$ cat src/hdl/cdq_pkg.sv
// Shared types and constants for the circular deque core.
// No dependencies; imported by cdq_ring and circular_deque_core.
package cdq_pkg;

  localparam int DEPTH   = 8;
  localparam int DATA_W  = 32;
  localparam int PTR_W   = $clog2(DEPTH);
  localparam int COUNT_W = 3;
  localparam int VALUE_W = 32;
  localparam int FUNC_W  = 3;
  localparam int S_DATA_W = 40;
  localparam int M_DATA_W = 40;

  typedef enum logic [FUNC_W-1:0] {
    FN_PUSH_FRONT = 3'd0,
    FN_PUSH_REAR  = 3'd1,
    FN_POP_FRONT  = 3'd2,
    FN_POP_REAR   = 3'd3,
    FN_PEEK_FRONT = 3'd4,
    FN_PEEK_REAR  = 3'd5
  } func_t;

  typedef enum logic [1:0] {
    ST_OK    = 2'd0,
    ST_EMPTY = 2'd1,
    ST_FULL  = 2'd2
  } status_t;

  typedef struct packed {
    logic               wr;
    logic               rd;
    logic [PTR_W-1:0]   addr;
    status_t            status;
    logic               empty;
    logic               full;
    logic [COUNT_W-1:0] count;
  } cdq_op_t;

endpackage

$ cat src/hdl/circular_deque_core.sv
// Circular deque core: slot memory, request sequencing and result register.
// Depends on cdq_pkg and cdq_ring.
//
// A double-ended queue of DEPTH-1 entries in a ring of DEPTH slots held in a
// synchronous memory. Each request item gives exactly one result item. Pushes,
// refused requests and unused function codes register their result directly
// on acceptance; accepted pops and peeks first pass through the registered read
// data of the slot memory and the S_READ state. One request is in flight at a
// time, so a new item is taken only once the last result has left or is being
// taken. A refused request (push when full, pop or peek when empty) returns an
// error status with a zero value and leaves the deque unchanged. DEPTH must be
// a power of two. The slot memory is not cleared at reset.
module circular_deque_core import cdq_pkg::*; (
  input  logic                clk,
  input  logic                rst,
  input  logic                s_tvalid,
  output logic                s_tready,
  input  logic [S_DATA_W-1:0] s_tdata,  // func[2:0], push_value[34:3], zero fill
  output logic                m_tvalid,
  input  logic                m_tready,
  output logic [M_DATA_W-1:0] m_tdata   // read_value[31:0], status[33:32],
                                        // is_empty_flag[34], is_full_flag[35],
                                        // entry_count[38:36], zero fill
);

  typedef enum logic [1:0] {
    S_IDLE = 2'b01,
    S_READ = 2'b10
  } state_t;

  state_t             state;
  cdq_op_t            op;
  logic               take;
  func_t              func;
  logic [DATA_W-1:0]  push_value;
  logic [DATA_W-1:0]  slots [DEPTH];
  logic [DATA_W-1:0]  rdata;
  logic [DATA_W-1:0]  out_value;
  status_t            out_status;
  logic               out_empty;
  logic               out_full;
  logic [COUNT_W-1:0] out_count;

  assign func       = func_t'(s_tdata[FUNC_W-1:0]);
  assign push_value = s_tdata[FUNC_W +: DATA_W];
  assign s_tready   = (state == S_IDLE) && (!m_tvalid || m_tready);
  assign take       = s_tvalid && s_tready;

  cdq_ring u_ring (
    .clk  (clk),
    .rst  (rst),
    .take (take),
    .func (func),
    .op   (op)
  );

  always_ff @(posedge clk) begin
    if (take && op.wr) begin
      slots[op.addr] <= push_value;
    end
    rdata <= slots[op.addr];
  end

  always_ff @(posedge clk) begin
    if (rst) begin
      state    <= S_IDLE;
      m_tvalid <= 1'b0;
    end else begin
      case (state)
        S_IDLE: begin
          if (take && op.rd) begin
            state <= S_READ;
          end
          if (take && !op.rd) begin
            m_tvalid <= 1'b1;
          end else if (m_tready) begin
            m_tvalid <= 1'b0;
          end
        end
        S_READ: begin
          m_tvalid <= 1'b1;
          state    <= S_IDLE;
        end
        default: begin
          state <= S_IDLE;
        end
      endcase
    end
  end

  always_ff @(posedge clk) begin
    if (take) begin
      out_value  <= '0;
      out_status <= op.status;
      out_empty  <= op.empty;
      out_full   <= op.full;
      out_count  <= op.count;
    end else if (state == S_READ) begin
      out_value <= rdata;
    end
  end

  assign m_tdata = {1'b0, out_count, out_full, out_empty, out_status,
                    VALUE_W'(signed'(out_value))};

  a_read_result: assert property (@(posedge clk) disable iff (rst)
    take && op.rd |-> ##2 m_tvalid)
    else $error("pop or peek result not presented two cycles after acceptance");

  a_push_not_empty: assert property (@(posedge clk) disable iff (rst)
    take && op.wr |=> m_tvalid && !out_empty && (out_status == ST_OK))
    else $error("accepted push did not leave the deque non-empty");

  a_full_count: assert property (@(posedge clk) disable iff (rst)
    take && (op.status == ST_FULL) |=> out_full && (out_count == COUNT_W'(DEPTH - 1)))
    else $error("refused push reported a count other than a full ring");

endmodule

$ cat src/hdl/cdq_ring.sv
// Front and rear pointers of the deque ring; decodes each request into a
// slot access, a status and the flags after the step. Depends on cdq_pkg.
module cdq_ring import cdq_pkg::*; (
  input  logic        clk,
  input  logic        rst,
  input  logic        take,
  input  func_t       func,
  output cdq_op_t     op
);

  logic [PTR_W-1:0] front;
  logic [PTR_W-1:0] rear;
  logic [PTR_W-1:0] front_next;
  logic [PTR_W-1:0] rear_next;
  logic [PTR_W-1:0] front_inc;
  logic [PTR_W-1:0] front_dec;
  logic [PTR_W-1:0] rear_inc;
  logic [PTR_W-1:0] rear_dec;
  logic [PTR_W-1:0] fill;
  logic             empty_now;
  logic             full_now;

  assign front_inc = front + PTR_W'(1);
  assign front_dec = front - PTR_W'(1);
  assign rear_inc  = rear + PTR_W'(1);
  assign rear_dec  = rear - PTR_W'(1);
  assign empty_now = (front == rear);
  assign full_now  = (rear_inc == front);

  always_comb begin
    front_next = front;
    rear_next  = rear;
    op.wr      = 1'b0;
    op.rd      = 1'b0;
    op.addr    = rear;
    op.status  = ST_OK;
    case (func)
      FN_PUSH_FRONT: begin
        if (full_now) begin
          op.status = ST_FULL;
        end else begin
          op.wr      = 1'b1;
          op.addr    = front;
          front_next = front_dec;
        end
      end
      FN_PUSH_REAR: begin
        if (full_now) begin
          op.status = ST_FULL;
        end else begin
          op.wr     = 1'b1;
          op.addr   = rear_inc;
          rear_next = rear_inc;
        end
      end
      FN_POP_FRONT: begin
        if (empty_now) begin
          op.status = ST_EMPTY;
        end else begin
          op.rd      = 1'b1;
          op.addr    = front_inc;
          front_next = front_inc;
        end
      end
      FN_POP_REAR: begin
        if (empty_now) begin
          op.status = ST_EMPTY;
        end else begin
          op.rd     = 1'b1;
          op.addr   = rear;
          rear_next = rear_dec;
        end
      end
      FN_PEEK_FRONT: begin
        if (empty_now) begin
          op.status = ST_EMPTY;
        end else begin
          op.rd   = 1'b1;
          op.addr = front_inc;
        end
      end
      FN_PEEK_REAR: begin
        if (empty_now) begin
          op.status = ST_EMPTY;
        end else begin
          op.rd   = 1'b1;
          op.addr = rear;
        end
      end
      default: begin
      end
    endcase
    fill     = rear_next - front_next;
    op.empty = (front_next == rear_next);
    op.full  = ((rear_next + PTR_W'(1)) == front_next);
    op.count = COUNT_W'(fill);
  end

  always_ff @(posedge clk) begin
    if (rst) begin
      front <= '0;
      rear  <= '0;
    end else if (take) begin
      front <= front_next;
      rear  <= rear_next;
    end
  end

endmodule
$ cat config.mk
export PLATFORM = sky130hd
export DESIGN_NAME = circular_deque_core
export DESIGN_NICKNAME = d
export VERILOG_FILES = /design/src/hdl/cdq_pkg.sv /design/src/hdl/circular_deque_core.sv /design/src/hdl/cdq_ring.sv
export SDC_FILE = /design/constraint.sdc
export NUM_CORES = 1
export LEC_CHECK = 0
export ABC_AREA = 0
export CELL_PAD_IN_SITES_DETAIL_PLACEMENT = 0
export CELL_PAD_IN_SITES_GLOBAL_PLACEMENT = 1
export CORE_AREA = 3 3 173 175
export DETAILED_ROUTE_END_ITERATION = 7
export DIE_AREA = 0 0 176 178
export DONT_BUFFER_PORTS = 1
export GPL_TIMING_DRIVEN = 1
export PLACE_DENSITY_LB_ADDON = 0.3
export SLEW_MARGIN = 20
export SYNTH_ARGS = -nofsm -noshare
export SYNTH_HDL_FRONTEND = slang
export SYNTH_SLANG_ARGS = --single-unit
$ cat constraint.sdc
create_clock -name clk -period 4.9 [get_ports clk]
set_input_delay 0.98 -clock clk [delete_from_list [all_inputs] [get_ports clk]]
set_output_delay 0.98 -clock clk [all_outputs]
set_load 0.05 [all_outputs]
==> qor_table.md <==
| Metric | Reported | Unit |
| --- | --- | --- |
| Status | finished clean | - |
| Synthesized flop and latch total | 336 | - |
| Final-layout fill cell count | 2240 | - |
| XOR/XNOR Fraction of Synth Area | 0.0105 | - |
| Worst R2R Start | u_ring.rear[0]$_SDFFE_PP0P_ | - |
| Maximum clock skew at final layout | 0.00958 | ns |
| Pin count of the biggest net entering global routing | 57 | - |
| Worst supply voltage drop on vdd | 0.292 | mV |
| Power per Cell Area | 517 | nW/µm² |
| Period Utilization, post-route | 0.865 | - |
| Clk sinks | 336 | - |
| Count of input and output buffers | 0 | - |
| Post-synthesis compound-gate area fraction | 0.0685 | - |
| Cts hold-fix bufs | 0 | - |
| Total Nets Final | 880 | - |
| First-pass GRT wire length | 41300 | µm |
| GRT Total Usage | 0.173 | - |
| Count of max-cap constraint violations | 0 | - |
| FFs w/ async S/R, synth | 0 | - |
| Post-CTS Setup Bufs | 0 | - |
| Clock tree root buffer cell | sky130_fd_sc_hd__clkbuf_16 | - |
| Hold_sp | rdata[31]$_DFF_P_ | - |
| Switching power of the nets | 2.16 | mW |
| Final cell count without fillers | 1238 | - |
| CTS H-tree lvls | 2 | - |
| Number of placement rows | 62 | - |
| Part of the power in registers | 0.471 | - |
| Minimum setup slack in the final design | 0.661 | ns |
| Final worst hold slack | 0.461 | ns |
| Endpoint of the worst hold path | out_value[31]$_SDFFE_PP0P_ | - |
| Number of global-route vias before repair | 7079 | - |
| Routed via count | 6859 | - |
| Total of endpoints with negative setup slack in the final report | 0 | - |
| Resize count post-CTS | 0 | - |
| Simple-gate area share of the yosys netlist | 0.0437 | - |
| Initial Util | 0.457 | - |
| Setup slack of the worst register-to-register path | 0.66 | ns |
| Stage delay of the slowest cell on the critical path | 0.73 | ns |
| DR WL/cell | 21.8 | µm |
| Largest family of logic cells by synthesized area | multiplexers | - |
| Num CTS Buffers | 36 | - |
| Switching Share | 0.282 | - |
| Most common flop cell mapped by yosys | sky130_fd_sc_hd__edfxtp_1 | - |
| Core area | 28600 | µm² |
| Highest attainable clock frequency | 236 | MHz |
| Top-level I/O count | 86 | - |
| Post-Syn Area per Cell | 15.9 | µm² |
| Number of buffers between clock root and the deepest sink | 3 | - |
| Clock tree from TritonCTS | done | - |
| Gpl congestion | 0.868 | - |
| Clock insertion delay at the later pin of the skew report | 0.51 | ns |
| DRT iter0 DRCs | 602 | - |
| Setup total negative slack | 0 | ns |
| Syn Inst Count | 821 | - |
| Required time of the critical path | 5.29 | ns |
| Startpoint kind of the worst setup timing path | flip-flop | - |
| Unrepaired setup endpoints after global routing | false | - |
| Int Power | 5.50 | mW |
| Min cycle time layout | 4.24 | ns |
| Leakage dissipation | 5.10 | nW |
| Detail-routed via count per cell | 5.54 | - |
| Terminus of the critical flop-to-flop path | rdata[14]$_DFF_P_ | - |
| Number of antenna violations at the first check in global routing | 0 | - |
| Synthesis warning total | 0 | - |
| Comb power frac | 0.199 | - |
| GR Overflow Total | 0 | - |
| Total half-perimeter wirelength after legalization and detailed placement | 15700 | µm |
| Critical Path Fanout Max | 43 | - |
| Post-synthesis instance area | 13100 | µm² |
| Synth area leaders | sky130_fd_sc_hd__edfxtp_1, sky130_fd_sc_hd__dfxtp_1, sky130_fd_sc_hd__mux2i_1 | - |
| Y dimension of the die | 178 | µm |
| Worst relative slew slack | 0.334 | - |
| CP max stage cell | sky130_fd_sc_hd__buf_4 | - |
| Post-placement setup slack | 0.692 | ns |
| Fraction of layout cells with a size suffix above 1 | 0.184 | - |
| Area fraction of the dominant cell type after synthesis | 0.604 | - |
| Largest area contributor in the synthesized netlist | sky130_fd_sc_hd__edfxtp_1 | - |
| Critical path type | flip-flop to flip-flop | - |
| Slew at the pin closest to its max-slew limit | 0.999 | ns |
| Final Hold Fails | 0 | - |
| Critical path capture point type | flip-flop | - |
| Number of nets with antenna violations after routing | 0 | - |
| Portion of netlist area occupied by mux cells | 0.131 | - |
| Count of unresolved DRC violations after routing | 0 | - |
| Number of cells traversed by the worst hold path | 2 | - |
| Synth Area in Adders | 0.00918 | - |
| Worst hold-check path type | flip-flop to flip-flop | - |
| Count of flip-flops with a built-in enable after synthesis | 263 | - |
| Part of the Yosys area used for sequential elements | 0.715 | - |
| 1st-pass router iterations | 5 | - |
| Mapped Nets | 874 | - |
| Cell breakdown of the critical path | inv_2, ha_1, xor2_2, or3_4, o221ai_1, a21oi_4, buf_4, nor2_2, buf_12, a221o_1 | - |
| Area growth from synthesis to layout | 13.1 | % |
| Die Span X | 176 | µm |
| Count of inserted antenna diode cells | 0 | - |
| Max-slew violations | 0 | - |
| Total placed cells including tap cells | 1173 | - |
| Clock power frac | 0.330 | - |
| Clock transition at the registers of the reported paths | 0.06 | ns |
| R2r worst-path depth | 10 | - |
| Area enclosed by the die boundary | 31300 | µm² |
| Final routed wirelength across all metal layers | 27000 | µm |
| Endpoint arrival time on the critical path | 4.63 | ns |
| Cell variety after synth | 61 | - |
==> layout make-up <==
type,count,area (µm²),area share
clock buffer,58,1080,0.0727
clock inverter,7,43.8,0.00296
inverter,15,56.3,0.00381
multi-input combinational,417,3550,0.240
sequential,336,9360,0.633
tap,384,480,0.0325
timing repair buffer,21,233,0.0157
==> cell usage in the layout, fill, tap and decap left out, types with 5 or more instances in the layout <==
cell	netlist	layout
sky130_fd_sc_hd__nand3_1	6	6
sky130_fd_sc_hd__edfxtp_1	263	263
sky130_fd_sc_hd__buf_12	0	6
sky130_fd_sc_hd__clkbuf_16	0	38
sky130_fd_sc_hd__mux2_2	64	64
sky130_fd_sc_hd__a21oi_1	10	9
sky130_fd_sc_hd__ha_1	8	7
sky130_fd_sc_hd__a221o_1	33	33
sky130_fd_sc_hd__o22ai_1	32	32
sky130_fd_sc_hd__nand2_1	8	8
sky130_fd_sc_hd__nor2_4	0	6
sky130_fd_sc_hd__xnor2_1	7	6
sky130_fd_sc_hd__buf_4	3	15
sky130_fd_sc_hd__clkbuf_1	32	15
sky130_fd_sc_hd__inv_1	13	12
sky130_fd_sc_hd__clkbuf_8	0	5
sky130_fd_sc_hd__nor2_1	54	47
sky130_fd_sc_hd__dfxtp_1	73	73
sky130_fd_sc_hd__nor3_1	13	13
sky130_fd_sc_hd__mux2i_1	99	99
==> synth_stat cells (2+ instances only) <==
| cell type | instances |
|---|---|
| sky130_fd_sc_hd__or3_1 | 3 |
| sky130_fd_sc_hd__buf_4 | 3 |
| sky130_fd_sc_hd__o211ai_1 | 2 |
| sky130_fd_sc_hd__o31ai_1 | 3 |
| sky130_fd_sc_hd__edfxtp_1 | 263 |
| sky130_fd_sc_hd__xor2_1 | 4 |
| sky130_fd_sc_hd__nor2_1 | 54 |
| sky130_fd_sc_hd__nor4_1 | 3 |
| sky130_fd_sc_hd__nand2b_1 | 3 |
| sky130_fd_sc_hd__a21oi_1 | 10 |
| sky130_fd_sc_hd__a31oi_1 | 2 |
| sky130_fd_sc_hd__a221o_1 | 33 |
| sky130_fd_sc_hd__mux2_2 | 64 |
| sky130_fd_sc_hd__mux2i_1 | 99 |
| sky130_fd_sc_hd__nand4_1 | 4 |
| sky130_fd_sc_hd__ha_1 | 8 |
| sky130_fd_sc_hd__inv_1 | 13 |
| sky130_fd_sc_hd__o21ai_0 | 4 |
| sky130_fd_sc_hd__clkbuf_1 | 32 |
| sky130_fd_sc_hd__a32o_1 | 2 |
| sky130_fd_sc_hd__a21boi_0 | 2 |
| sky130_fd_sc_hd__o21ai_1 | 3 |
| sky130_fd_sc_hd__xnor2_1 | 7 |
| sky130_fd_sc_hd__nand2_1 | 8 |
| sky130_fd_sc_hd__buf_1 | 6 |
| sky130_fd_sc_hd__o22ai_1 | 32 |
| sky130_fd_sc_hd__nor3_1 | 13 |
| sky130_fd_sc_hd__o41ai_1 | 3 |
| sky130_fd_sc_hd__o221ai_1 | 4 |
| sky130_fd_sc_hd__dfxtp_1 | 73 |
| sky130_fd_sc_hd__or2_1 | 2 |
| sky130_fd_sc_hd__nor2b_1 | 6 |
| sky130_fd_sc_hd__a211oi_1 | 4 |
| sky130_fd_sc_hd__inv_2 | 2 |
| sky130_fd_sc_hd__nand3b_1 | 4 |
| sky130_fd_sc_hd__a21o_1 | 2 |
| sky130_fd_sc_hd__nand3_1 | 6 |
| sky130_fd_sc_hd__buf_2 | 12 |
==> sequential cells by signal (all words and copies together), names as in the netlist <==
signal and flops:
m_tvalid 1, rdata 32, slots 256, out_empty 1
out_full 1, out_value 32, u_ring.rear 3, u_ring.front 3
out_status 2, state 2, out_count 3
==> through the flow <==
step                      utilization  area, µm²  power [mW]
final                           0.517      14800        7.66
after global routing            0.517      14800        7.99
after CTS                       0.517      14800        7.75
after detailed placement        0.477      13700        5.20
after global placement          0.477      13700        5.16
after floorplan                     -      13100        4.74
==> power by group through the flow <==
| stage | Sequential (mW) | Combinational [mW] | Clock, mW |
|---|---|---|---|
| finish | 3.61 | 1.53 | 2.52 |
| global route | 3.63 | 1.66 | 2.70 |
| CTS | 3.61 | 1.54 | 2.60 |
| detailed placement | 3.67 | 1.53 | 0 |
| global placement | 3.66 | 1.50 | 0 |
| floorplan | 3.56 | 1.19 | 0 |
==> routing by layer <==
metal	wire length, µm	track usage	share of wire
met5	0	0	0
met3	1980	0.0462	0.073
met1	11100	0.219	0.41
met4	649	0.0534	0.024
met2	13300	0.292	0.49
==> worst max path at each step <==
stage / from / to / slack, ns / depth (start not counted)
after global routing: u_ring.rear[0]$_SDFFE_PP0P_ / rdata[14]$_DFF_P_ / 0.38 / 10
after CTS: u_ring.rear[0]$_SDFFE_PP0P_ / rdata[2]$_DFF_P_ / 0.69 / 10
after detailed placement: u_ring.rear[0]$_SDFFE_PP0P_ / rdata[14]$_DFF_P_ / 0.69 / 10
after floorplan: m_tready / slots[3][0]$_DFFE_PP_ / 0.10 / 6
after global placement: u_ring.rear[0]$_SDFFE_PP0P_ / rdata[17]$_DFF_P_ / 0.75 / 10
final: u_ring.rear[0]$_SDFFE_PP0P_ / rdata[14]$_DFF_P_ / 0.66 / 10
==> worst max-delay path, delay by kind of cell (launching register included) <==
kind	cells	cell delay, ns
xor gates and xnor gates	1	0.43
and+or+nand+nor	2	0.52
buffers and inverters	3	1.12
adders and majority gates	1	0.47
AOI/OAI and AO/OA	3	1.00
DFF	1	0.57
==> cell families (layout without fill, tap and decap cells) <==
group,after synthesis,after routing
buffers and inverters,68,101
multiplexers,163,163
adder cells (fa/ha/maj),9,9
AO/OA/AOI/OAI,115,115
AND/OR/NAND/NOR,116,116
flip-flops,336,336
XOR/XNOR,13,13
other,1,1
(Power assumes the default switching activity.)
